==> src/hw/rtl/cbpm_pkg.sv <==
// Shared types, codes and sizes for the clock buffer pool manager.
package cbpm_pkg;
    localparam int NUM_FRAMES = 16;
    localparam int FW = $clog2(NUM_FRAMES);
    localparam int MAX_RESULTS = 16;
    localparam int QDEPTH = 2;

    localparam logic [2:0] CMD_READ    = 3'd0;
    localparam logic [2:0] CMD_UNPIN   = 3'd1;
    localparam logic [2:0] CMD_ALLOC   = 3'd2;
    localparam logic [2:0] CMD_DISPOSE = 3'd3;
    localparam logic [2:0] CMD_FLUSH   = 3'd4;

    localparam logic [2:0] ST_OK      = 3'd0;
    localparam logic [2:0] ST_LOADED  = 3'd1;
    localparam logic [2:0] ST_ALLPIN  = 3'd2;
    localparam logic [2:0] ST_NOTPIN  = 3'd3;
    localparam logic [2:0] ST_PINNED  = 3'd4;
    localparam logic [2:0] ST_BADFRM  = 3'd5;
    localparam logic [2:0] ST_ABSENT  = 3'd6;

    typedef struct packed {
        logic [2:0]  cmd;
        logic [7:0]  file_id;
        logic [31:0] page_no;
        logic        mark_dirty;
    } cmd_t;

    typedef struct packed {
        logic [2:0]  status;
        logic [3:0]  frame;
        logic        write_back;
        logic [7:0]  wb_file;
        logic [31:0] wb_page;
        logic        fetch;
        logic        last;
    } res_t;
endpackage

==> src/hw/rtl/cbpm_cmd_queue.sv <==
// Command queue between front end and frame engine.
module cbpm_cmd_queue (
    input  logic          aclk,
    input  logic          aresetn,
    input  logic          in_valid,
    output logic          in_ready,
    input  cbpm_pkg::cmd_t in_cmd,
    output logic          out_valid,
    input  logic          out_ready,
    output cbpm_pkg::cmd_t out_cmd
);
    import cbpm_pkg::*;
    localparam int AW = $clog2(QDEPTH);
    cmd_t mem_reg [QDEPTH];
    logic [AW-1:0] wp_reg, rp_reg;
    logic [AW:0] cnt_reg;
    logic push, pop;

    assign in_ready  = (cnt_reg != (AW+1)'(QDEPTH));
    assign out_valid = (cnt_reg != '0);
    assign out_cmd   = mem_reg[rp_reg];
    assign push = in_valid && in_ready;
    assign pop  = out_valid && out_ready;

    always_ff @(posedge aclk) begin
        if (!aresetn) begin
            wp_reg <= '0;
            rp_reg <= '0;
            cnt_reg <= '0;
        end else begin
            if (push) wp_reg <= wp_reg + 1'b1;
            if (pop) rp_reg <= rp_reg + 1'b1;
            cnt_reg <= cnt_reg + (AW+1)'(push) - (AW+1)'(pop);
        end
    end

    always_ff @(posedge aclk) begin
        if (push) mem_reg[wp_reg] <= in_cmd;
    end
endmodule

==> src/hw/rtl/cbpm_engine.sv <==
// Frame engine: lookup, clock sweep, flush scan and frame state.
module cbpm_engine (
    input  logic            aclk,
    input  logic            aresetn,
    input  logic            cmd_valid,
    output logic            cmd_ready,
    input  cbpm_pkg::cmd_t  cmd,
    output logic            res_valid,
    input  logic            res_ready,
    output cbpm_pkg::res_t  res
);
    import cbpm_pkg::*;

    localparam logic [2:0] S_IDLE  = 3'd0;
    localparam logic [2:0] S_LOOK  = 3'd1;
    localparam logic [2:0] S_SWEEP = 3'd2;
    localparam logic [2:0] S_FLUSH = 3'd3;
    localparam logic [2:0] S_OUT   = 3'd4;

    logic [2:0] state_reg;
    cmd_t c_reg;
    logic [NUM_FRAMES-1:0] valid_reg, dirty_reg, ref_reg;
    logic [7:0] pins_reg [NUM_FRAMES];
    logic [7:0] file_reg [NUM_FRAMES];
    logic [31:0] page_reg [NUM_FRAMES];
    logic [FW-1:0] hand_reg, idx_reg;
    logic [FW:0] cnt_reg;
    logic [$clog2(MAX_RESULTS+1)-1:0] n_reg;
    logic hit_reg;
    logic [FW-1:0] hit_idx_reg;
    logic allpin_reg;
    res_t out_reg;
    logic out_valid_reg, out_done_reg;
    logic pend_reg;
    res_t pend_res_reg;

    // one-item lookahead for flush so the final beat carries last
    logic match_c;
    logic [FW-1:0] nh;
    assign match_c = valid_reg[idx_reg] && file_reg[idx_reg] == c_reg.file_id
                     && page_reg[idx_reg] == c_reg.page_no;
    assign nh = (hand_reg == FW'(NUM_FRAMES-1)) ? '0 : hand_reg + 1'b1;

    // a new command starts only once the previous beat has left
    assign cmd_ready = (state_reg == S_IDLE) && !out_valid_reg;
    assign res_valid = out_valid_reg;
    assign res = out_reg;

    function automatic res_t mk(input logic [2:0] s, input logic [FW-1:0] f,
                                input logic l);
        res_t r;
        r = '0;
        r.status = s;
        r.frame = 4'(f);
        r.last = l;
        return r;
    endfunction

    function automatic res_t mkf(input logic [2:0] s, input logic [FW-1:0] f,
                                 input logic wb, input logic [7:0] wf,
                                 input logic [31:0] wp, input logic fe,
                                 input logic l);
        res_t r;
        r.status = s;
        r.frame = 4'(f);
        r.write_back = wb;
        r.wb_file = wf;
        r.wb_page = wp;
        r.fetch = fe;
        r.last = l;
        return r;
    endfunction

    function automatic res_t fin(input res_t a);
        res_t r;
        r = a;
        r.last = 1'b1;
        return r;
    endfunction

    always_ff @(posedge aclk) begin
        if (!aresetn) begin
            state_reg <= S_IDLE;
            valid_reg <= '0;
            dirty_reg <= '0;
            ref_reg <= '0;
            for (int i = 0; i < NUM_FRAMES; i++) pins_reg[i] <= '0;
            hand_reg <= FW'(NUM_FRAMES-1);
            out_valid_reg <= 1'b0;
            pend_reg <= 1'b0;
            out_done_reg <= 1'b0;
        end else begin
            if (out_valid_reg && res_ready) out_valid_reg <= 1'b0;
            case (state_reg)
                S_IDLE: begin
                    if (cmd_valid && !out_valid_reg) begin
                        c_reg <= cmd;
                        idx_reg <= '0;
                        cnt_reg <= '0;
                        hit_reg <= 1'b0;
                        allpin_reg <= 1'b1;
                        n_reg <= '0;
                        pend_reg <= 1'b0;
                        state_reg <= (cmd.cmd == CMD_FLUSH) ? S_FLUSH : S_LOOK;
                    end
                end
                S_LOOK: begin
                    if (match_c && !hit_reg) begin
                        hit_reg <= 1'b1;
                        hit_idx_reg <= idx_reg;
                    end
                    if (valid_reg[idx_reg] == 1'b0 || pins_reg[idx_reg] == 8'd0)
                        allpin_reg <= 1'b0;
                    idx_reg <= idx_reg + 1'b1;
                    if (idx_reg == FW'(NUM_FRAMES-1)) begin
                        state_reg <= S_OUT;
                        case (c_reg.cmd)
                            CMD_READ, CMD_ALLOC: begin
                                if (!(hit_reg || match_c)) begin
                                    if (allpin_reg && valid_reg[idx_reg]
                                        && pins_reg[idx_reg] != 8'd0)
                                        out_reg <= mk(ST_ALLPIN, hand_reg, 1'b1);
                                    else
                                        state_reg <= S_SWEEP;
                                end
                            end
                            default: ;
                        endcase
                    end
                end
                S_SWEEP: begin
                    hand_reg <= nh;
                    if (!valid_reg[nh]) begin
                        out_reg <= mkf(ST_LOADED, nh, 1'b0, 8'd0, 32'd0,
                                       c_reg.cmd == CMD_READ, 1'b1);
                        hit_idx_reg <= nh;
                        state_reg <= S_OUT;
                        out_done_reg <= 1'b1;
                    end else if (ref_reg[nh]) begin
                        ref_reg[nh] <= 1'b0;
                    end else if (pins_reg[nh] == 8'd0) begin
                        out_reg <= mkf(ST_LOADED, nh, dirty_reg[nh],
                                       dirty_reg[nh] ? file_reg[nh] : 8'd0,
                                       dirty_reg[nh] ? page_reg[nh] : 32'd0,
                                       c_reg.cmd == CMD_READ, 1'b1);
                        hit_idx_reg <= nh;
                        state_reg <= S_OUT;
                        out_done_reg <= 1'b1;
                    end
                end
                S_OUT: begin
                    if (!out_valid_reg) begin
                        out_valid_reg <= 1'b1;
                        state_reg <= S_IDLE;
                        if (out_done_reg) begin
                            out_done_reg <= 1'b0;
                            valid_reg[hit_idx_reg] <= 1'b1;
                            dirty_reg[hit_idx_reg] <= 1'b0;
                            ref_reg[hit_idx_reg] <= 1'b1;
                            pins_reg[hit_idx_reg] <= 8'd1;
                            file_reg[hit_idx_reg] <= c_reg.file_id;
                            page_reg[hit_idx_reg] <= c_reg.page_no;
                        end else if (out_reg.status != ST_ALLPIN
                                     || !(c_reg.cmd == CMD_READ
                                          || c_reg.cmd == CMD_ALLOC)
                                     || hit_reg) begin
                            case (c_reg.cmd)
                                CMD_READ: begin
                                    ref_reg[hit_idx_reg] <= 1'b1;
                                    if (pins_reg[hit_idx_reg] != 8'd255)
                                        pins_reg[hit_idx_reg] <=
                                            pins_reg[hit_idx_reg] + 8'd1;
                                    out_reg <= mk(ST_OK, hit_idx_reg, 1'b1);
                                end
                                CMD_ALLOC: begin
                                    dirty_reg[hit_idx_reg] <= 1'b0;
                                    ref_reg[hit_idx_reg] <= 1'b1;
                                    pins_reg[hit_idx_reg] <= 8'd1;
                                    out_reg <= mk(ST_LOADED, hit_idx_reg, 1'b1);
                                end
                                CMD_UNPIN: begin
                                    if (!hit_reg)
                                        out_reg <= mk(ST_ABSENT, '0, 1'b1);
                                    else if (pins_reg[hit_idx_reg] == 8'd0)
                                        out_reg <= mk(ST_NOTPIN, hit_idx_reg, 1'b1);
                                    else begin
                                        pins_reg[hit_idx_reg] <=
                                            pins_reg[hit_idx_reg] - 8'd1;
                                        if (c_reg.mark_dirty)
                                            dirty_reg[hit_idx_reg] <= 1'b1;
                                        out_reg <= mk(ST_OK, hit_idx_reg, 1'b1);
                                    end
                                end
                                CMD_DISPOSE: begin
                                    if (!hit_reg)
                                        out_reg <= mk(ST_ABSENT, '0, 1'b1);
                                    else begin
                                        valid_reg[hit_idx_reg] <= 1'b0;
                                        dirty_reg[hit_idx_reg] <= 1'b0;
                                        ref_reg[hit_idx_reg] <= 1'b0;
                                        pins_reg[hit_idx_reg] <= 8'd0;
                                        out_reg <= mk(ST_OK, hit_idx_reg, 1'b1);
                                    end
                                end
                                default: out_reg <= mk(ST_BADFRM, '0, 1'b1);
                            endcase
                        end
                    end
                end
                S_FLUSH: begin
                    // pend holds the previous result beat until its last flag is known
                    if (!(pend_reg && out_valid_reg)) begin
                        if (cnt_reg == (FW+1)'(NUM_FRAMES)) begin
                            if (pend_reg) begin
                                out_reg <= fin(pend_res_reg);
                            end else begin
                                out_reg <= mk(ST_OK, '0, 1'b1);
                            end
                            out_valid_reg <= 1'b1;
                            pend_reg <= 1'b0;
                            state_reg <= S_IDLE;
                        end else if (valid_reg[idx_reg]
                                     && file_reg[idx_reg] == c_reg.file_id) begin
                            if (pins_reg[idx_reg] != 8'd0
                                || dirty_reg[idx_reg]) begin
                                if (n_reg == ($bits(n_reg))'(MAX_RESULTS)) begin
                                    out_reg <= fin(pend_res_reg);
                                    out_valid_reg <= 1'b1;
                                    pend_reg <= 1'b0;
                                    state_reg <= S_IDLE;
                                end else if (pins_reg[idx_reg] != 8'd0) begin
                                    if (pend_reg) begin
                                        out_reg <= pend_res_reg;
                                        out_valid_reg <= 1'b1;
                                    end
                                    pend_res_reg <= mk(ST_PINNED, idx_reg, 1'b1);
                                    pend_reg <= 1'b1;
                                    cnt_reg <= (FW+1)'(NUM_FRAMES);
                                    n_reg <= n_reg + 1'b1;
                                end else begin
                                    if (pend_reg) begin
                                        out_reg <= pend_res_reg;
                                        out_valid_reg <= 1'b1;
                                    end
                                    pend_res_reg <= mkf(ST_OK, idx_reg, 1'b1,
                                                        file_reg[idx_reg],
                                                        page_reg[idx_reg],
                                                        1'b0, 1'b0);
                                    pend_reg <= 1'b1;
                                    n_reg <= n_reg + 1'b1;
                                    valid_reg[idx_reg] <= 1'b0;
                                    dirty_reg[idx_reg] <= 1'b0;
                                    ref_reg[idx_reg] <= 1'b0;
                                    idx_reg <= idx_reg + 1'b1;
                                    cnt_reg <= cnt_reg + 1'b1;
                                end
                            end else begin
                                valid_reg[idx_reg] <= 1'b0;
                                ref_reg[idx_reg] <= 1'b0;
                                idx_reg <= idx_reg + 1'b1;
                                cnt_reg <= cnt_reg + 1'b1;
                            end
                        end else begin
                            idx_reg <= idx_reg + 1'b1;
                            cnt_reg <= cnt_reg + 1'b1;
                        end
                    end
                end
                default: state_reg <= S_IDLE;
            endcase
        end
    end
endmodule

==> src/hw/rtl/clock_buffer_pool_manager.sv <==
// Top level of the clock buffer pool manager.
//  channel | dir | tdata fields (low first)                        | tuser
//  s_      | in  | cmd, file_id, page_no, mark_dirty               | -
//  m_      | out | status, frame, write_back, wb_file, wb_page, fetch | tlast = last
// Lookup visits every frame in turn; a miss on read or alloc then runs the clock sweep,
// and a flush scans the frames and sends its result beats.
// A two-entry command queue lets the front take beats while the engine works.
// Reset (aresetn low, synchronous) clears valid, dirty, ref and pins of every frame; hand goes to the last frame.
// m_tready low holds the engine at its output register.
module clock_buffer_pool_manager (
    input  logic        aclk,
    input  logic        aresetn,
    input  logic        s_tvalid,
    output logic        s_tready,
    input  logic [47:0] s_tdata,   // cmd[2:0], file_id[10:3], page_no[42:11], mark_dirty[43]
    output logic        m_tvalid,
    input  logic        m_tready,
    output logic [55:0] m_tdata,   // status[2:0], frame[6:3], write_back[7], wb_file[15:8],
                                   // wb_page[47:16], fetch[48]
    output logic        m_tlast
);
    import cbpm_pkg::*;

    cmd_t in_cmd, q_cmd;
    logic q_valid, q_ready;
    res_t r;

    assign in_cmd.cmd = s_tdata[2:0];
    assign in_cmd.file_id = s_tdata[10:3];
    assign in_cmd.page_no = s_tdata[42:11];
    assign in_cmd.mark_dirty = s_tdata[43];

    cbpm_cmd_queue u_q (
        .aclk(aclk), .aresetn(aresetn),
        .in_valid(s_tvalid), .in_ready(s_tready), .in_cmd(in_cmd),
        .out_valid(q_valid), .out_ready(q_ready), .out_cmd(q_cmd)
    );

    cbpm_engine u_eng (
        .aclk(aclk), .aresetn(aresetn),
        .cmd_valid(q_valid), .cmd_ready(q_ready), .cmd(q_cmd),
        .res_valid(m_tvalid), .res_ready(m_tready), .res(r)
    );

    assign m_tdata = {7'd0, r.fetch, r.wb_page, r.wb_file, r.write_back, r.frame, r.status};
    assign m_tlast = r.last;

    a_wb_ok: assert property (@(posedge aclk) disable iff (!aresetn)
        m_tvalid && m_tdata[7] |-> m_tdata[2:0] == ST_OK || m_tdata[2:0] == ST_LOADED)
        else $error("write-back on wrong status");
    a_fetch_ok: assert property (@(posedge aclk) disable iff (!aresetn)
        m_tvalid && m_tdata[48] |-> m_tdata[2:0] == ST_LOADED && m_tlast)
        else $error("fetch on wrong status");
endmodule
==> config.mk <==
export PLATFORM = sky130hd
export DESIGN_NAME = clock_buffer_pool_manager
export DESIGN_NICKNAME = d
export VERILOG_FILES = /design/src/hw/rtl/cbpm_pkg.sv /design/src/hw/rtl/cbpm_cmd_queue.sv /design/src/hw/rtl/cbpm_engine.sv /design/src/hw/rtl/clock_buffer_pool_manager.sv
export SDC_FILE = /design/constraint.sdc
export NUM_CORES = 2
export LEC_CHECK = 0
export ABC_AREA = 1
export BUFFER_PORTS_ARGS = -buffer_cell sky130_fd_sc_hd__buf_2
export CAP_MARGIN = 20
export CELL_PAD_IN_SITES_DETAIL_PLACEMENT = 1
export CELL_PAD_IN_SITES_GLOBAL_PLACEMENT = 1
export CORE_ASPECT_RATIO = 1.75
export CORE_MARGIN = 3
export CORE_UTILIZATION = 40
export CTS_CLUSTER_DIAMETER = 30
export DETAILED_ROUTE_END_ITERATION = 10
export GPL_ROUTABILITY_DRIVEN = 0
export PLACE_DENSITY_LB_ADDON = 0.1
export SLEW_MARGIN = 20
export SYNTH_ARGS = -nofsm -noshare
export SYNTH_HDL_FRONTEND = slang
export SYNTH_HIERARCHICAL = 1
export SYNTH_SLANG_ARGS = --single-unit
==> constraint.sdc <==
create_clock -name aclk -period 8 [get_ports aclk]
set_input_delay 0 -clock aclk [delete_from_list [all_inputs] [get_ports aclk]]
set_output_delay 0 -clock aclk [all_outputs]
set_load 0.005 [all_outputs]
==> results.json <==
{
  "netlist_instances": 6100,
  "ios": 111,
  "avgSynthCellArea_um2": 9.13,
  "synth_top_area_share_pct": 54.8,
  "drive_gt1_share_pct": 10.4,
  "fmax_ghz": 0.169,
  "synth_simple_gate_area_share_pct": 19.3,
  "clkPwrFrac_pct": 33.0,
  "hpwl_um": 133000,
  "cts_made_buffers": 184,
  "cts_tree": "built",
  "timing.final.ws_setup_ns": 2.08,
  "path_clk_slew_ns": 0.05,
  "ctsLongestPathBuffers": 3,
  "power.density_nw_per_um2": 377,
  "p_switching_uw": 10200,
  "setup_viol_count_final": 0,
  "hold_violations": 0,
  "synthTopCellsByCount": "nand2_1 (1097), edfxtp_1 (1016), nor2_1 (724)",
  "first_iter_violations": 3321,
  "p_comb_share_pct": 36.5,
  "clockRootBuffer": "clkbuf_16",
  "synth-compound-area-share_pct": 13.6,
  "power_frac_seq_pct": 30.5,
  "power.internal_uw": 14300,
  "overflow": 0,
  "core_um2": 138000,
  "start_kind": "flip-flop",
  "ys_ff_latch": 1087,
  "synth.area.top_cells": "edfxtp_1 (55%), nand2_1 (7.4%), o21ai_0 (5.3%), nor2_1 (4.9%), nand3_1 (4.8%)",
  "hold_class": "input pin to flip-flop",
  "whs_ns": 0.150,
  "seq_area_frac_synth_pct": 57.3,
  "yosysTopAreaCell": "edfxtp_1",
  "syn_to_final_growth_pct": 16.4,
  "path_class": "flip-flop to flip-flop",
  "ant_nets": 0,
  "drv_slew": 0,
  "worst_ir_drop_vdd_mv": 0.349,
  "seq_area_um2": 32000,
  "total_power_uw": 24400,
  "yosys_warnings": 6,
  "synthAdderAreaFrac_pct": 0.337,
  "cts_sinks": 1087,
  "start_util_pct": 40.4,
  "maxCapViolations": 0,
  "postRouteWirelength_um": 221000,
  "fp.dieW_um": 288,
  "antenna_found_initial": 15,
  "status": "completed",
  "synth-async-reset-ratio_pct": 0,
  "synthFlopType": "edfxtp_1",
  "dr.pass1.iters": 5,
  "clk_latency_ns": 0.81,
  "synthMuxAreaShare_pct": 1.18,
  "htreeDepth": 4,
  "finalCritPeriodShare_pct": 74.0,
  "slew_headroom_pct": 18.8,
  "die_h_um": 500,
  "cp.required_ns": 8.42,
  "post_cts_buffers": 0,
  "power.leakage_uw": 0.0250,
  "layout.nets": 6265,
  "die-area_um2": 144000,
  "multi_input_area_um2": 19500,
  "rows": 180,
  "endpoint_kind": "flip-flop",
  "grt_max_degree": 213,
  "yosysMostFrequentCell": "nand2_1",
  "vias": 47000,
  "synth_top_family_by_area": "simple AND/OR/NAND/NOR gates",
  "synth-xor-area-share_pct": 0.189,
  "grt_usage_pct": 30.4,
  "grt_pass1_vias": 49600,
  "finalClockSkew_ns": 0.0311,
  "drc": 0,
  "vias_per_cell": 5.73,
  "yosysUniqueCellTypes": 58,
  "fillers": 15700,
  "critPathMaxFanout": 44,
  "largest_reg_flops": 512,
  "grt_pass1_wl_um": 321000,
  "portBuffers": 99,
  "worst_pin_slew_ns": 1.22,
  "rsz0062_at_grt": "false",
  "switching_share_pct": 41.6,
  "hold_depth": 5,
  "worstPathArrival_ns": 6.34,
  "fin_tns_setup_ns": 0,
  "synth_edf_count": 1016,
  "wl_per_cell_um": 26.9,
  "dp_slack_ns": 2.30,
  "syn_area_um2": 55700,
  "r2r_cells": 12,
  "period_needed_ns": 5.92
}
[worst paths after layout]
| path | start | slack [ns] | end |
|---|---|---|---|
| worst min-delay path | m_tready | 0.15 | u_eng/res_valid |
| worst max-delay path | u_eng/hand_reg[0] | 2.08 | u_eng/res[16] |
| worst min register to register | flip-flop | 0.48 | flip-flop |
| worst max register to register | u_eng/hand_reg[0] | 2.08 | u_eng/res[16] |
[logic make-up after synthesis]
family | count (synthesis)
other cells | 1
simple gates | 2535
compound gates | 1365
flops | 1087
buf+inv | 1040
xor+xnor | 12
fa+ha+maj | 15
mux | 45
[layout by cell type (no fill, tap or decap), types with 64 or more instances in the layout]
master / Yosys / layout
edfxtp_1: 1016 / 1016
o211ai_1: 184 / 184
buf_4: 36 / 94
dfxtp_1: 71 / 64
o21ai_0: 593 / 593
buf_2: 105 / 99
nand3_1: 531 / 531
nor2_1: 724 / 698
clkbuf_16: 0 / 187
nand2_1: 1097 / 1096
a21oi_1: 435 / 433
inv_1: 637 / 630
dlygate4sd3_1: 0 / 92
[metal layers]
metal / GRT usage [%] / vias up / wire [µm]
li1: - / 21200 / -
met5: 0 / - / 27
met3: 3.81 / 539 / 10500
met2: 54.4 / 1431 / 113000
met1: 33.2 / 23800 / 80200
met4: 21.2 / 4 / 17300
[through the flow]
step	util, %	cells	instance area, µm²
2_1_floorplan	-	6106	55700
3_3_place_gp	41.7	7738	57500
3_5_place_dp	41.8	7740	57600
4_1_cts	47.0	8178	64800
5_1_grt	47.0	8201	64800
6_report	47.0	8202	64800
[power by group through the flow]
stage	combinational [µW]	clock, µW	sequential [µW]
detailed placement	8780	0	7550
global placement	8650	0	7540
floorplan	5780	0	7200
finish	8910	8050	7450
CTS	8870	8170	7450
global route	9630	8430	7500
[what timing repair did]
action | CTS | global route
resized for setup | 0 | 0
hold buffers | 92 | 0
hold endpoints to repair | 142 | 0
[worst max-delay path, stage by stage (launching register included)]
cell	delay [ns]
dfxtp_4	0.67
ha_1	0.32
nand3_1	0.52
nand2_2	0.61
clkinv_1	0.80
nand2_1	0.23
nand4_1	0.12
nand3_1	0.24
nand4_1	0.41
a21boi_1	0.46
nand4_1	0.20
a21oi_4	0.43
buf_12	0.43
[area by class of cell]
cell class | count | area share, %
clock buffers | 209 | 7.34
multi-input cells | 3979 | 30.1
repair buffers | 292 | 3.50
diodes | 24 | 0.0926
inverters | 654 | 3.82
well taps | 1820 | 3.51
clock inverters | 137 | 2.38
flip-flops and latches | 1087 | 49.3
(Power assumes the default switching activity.)
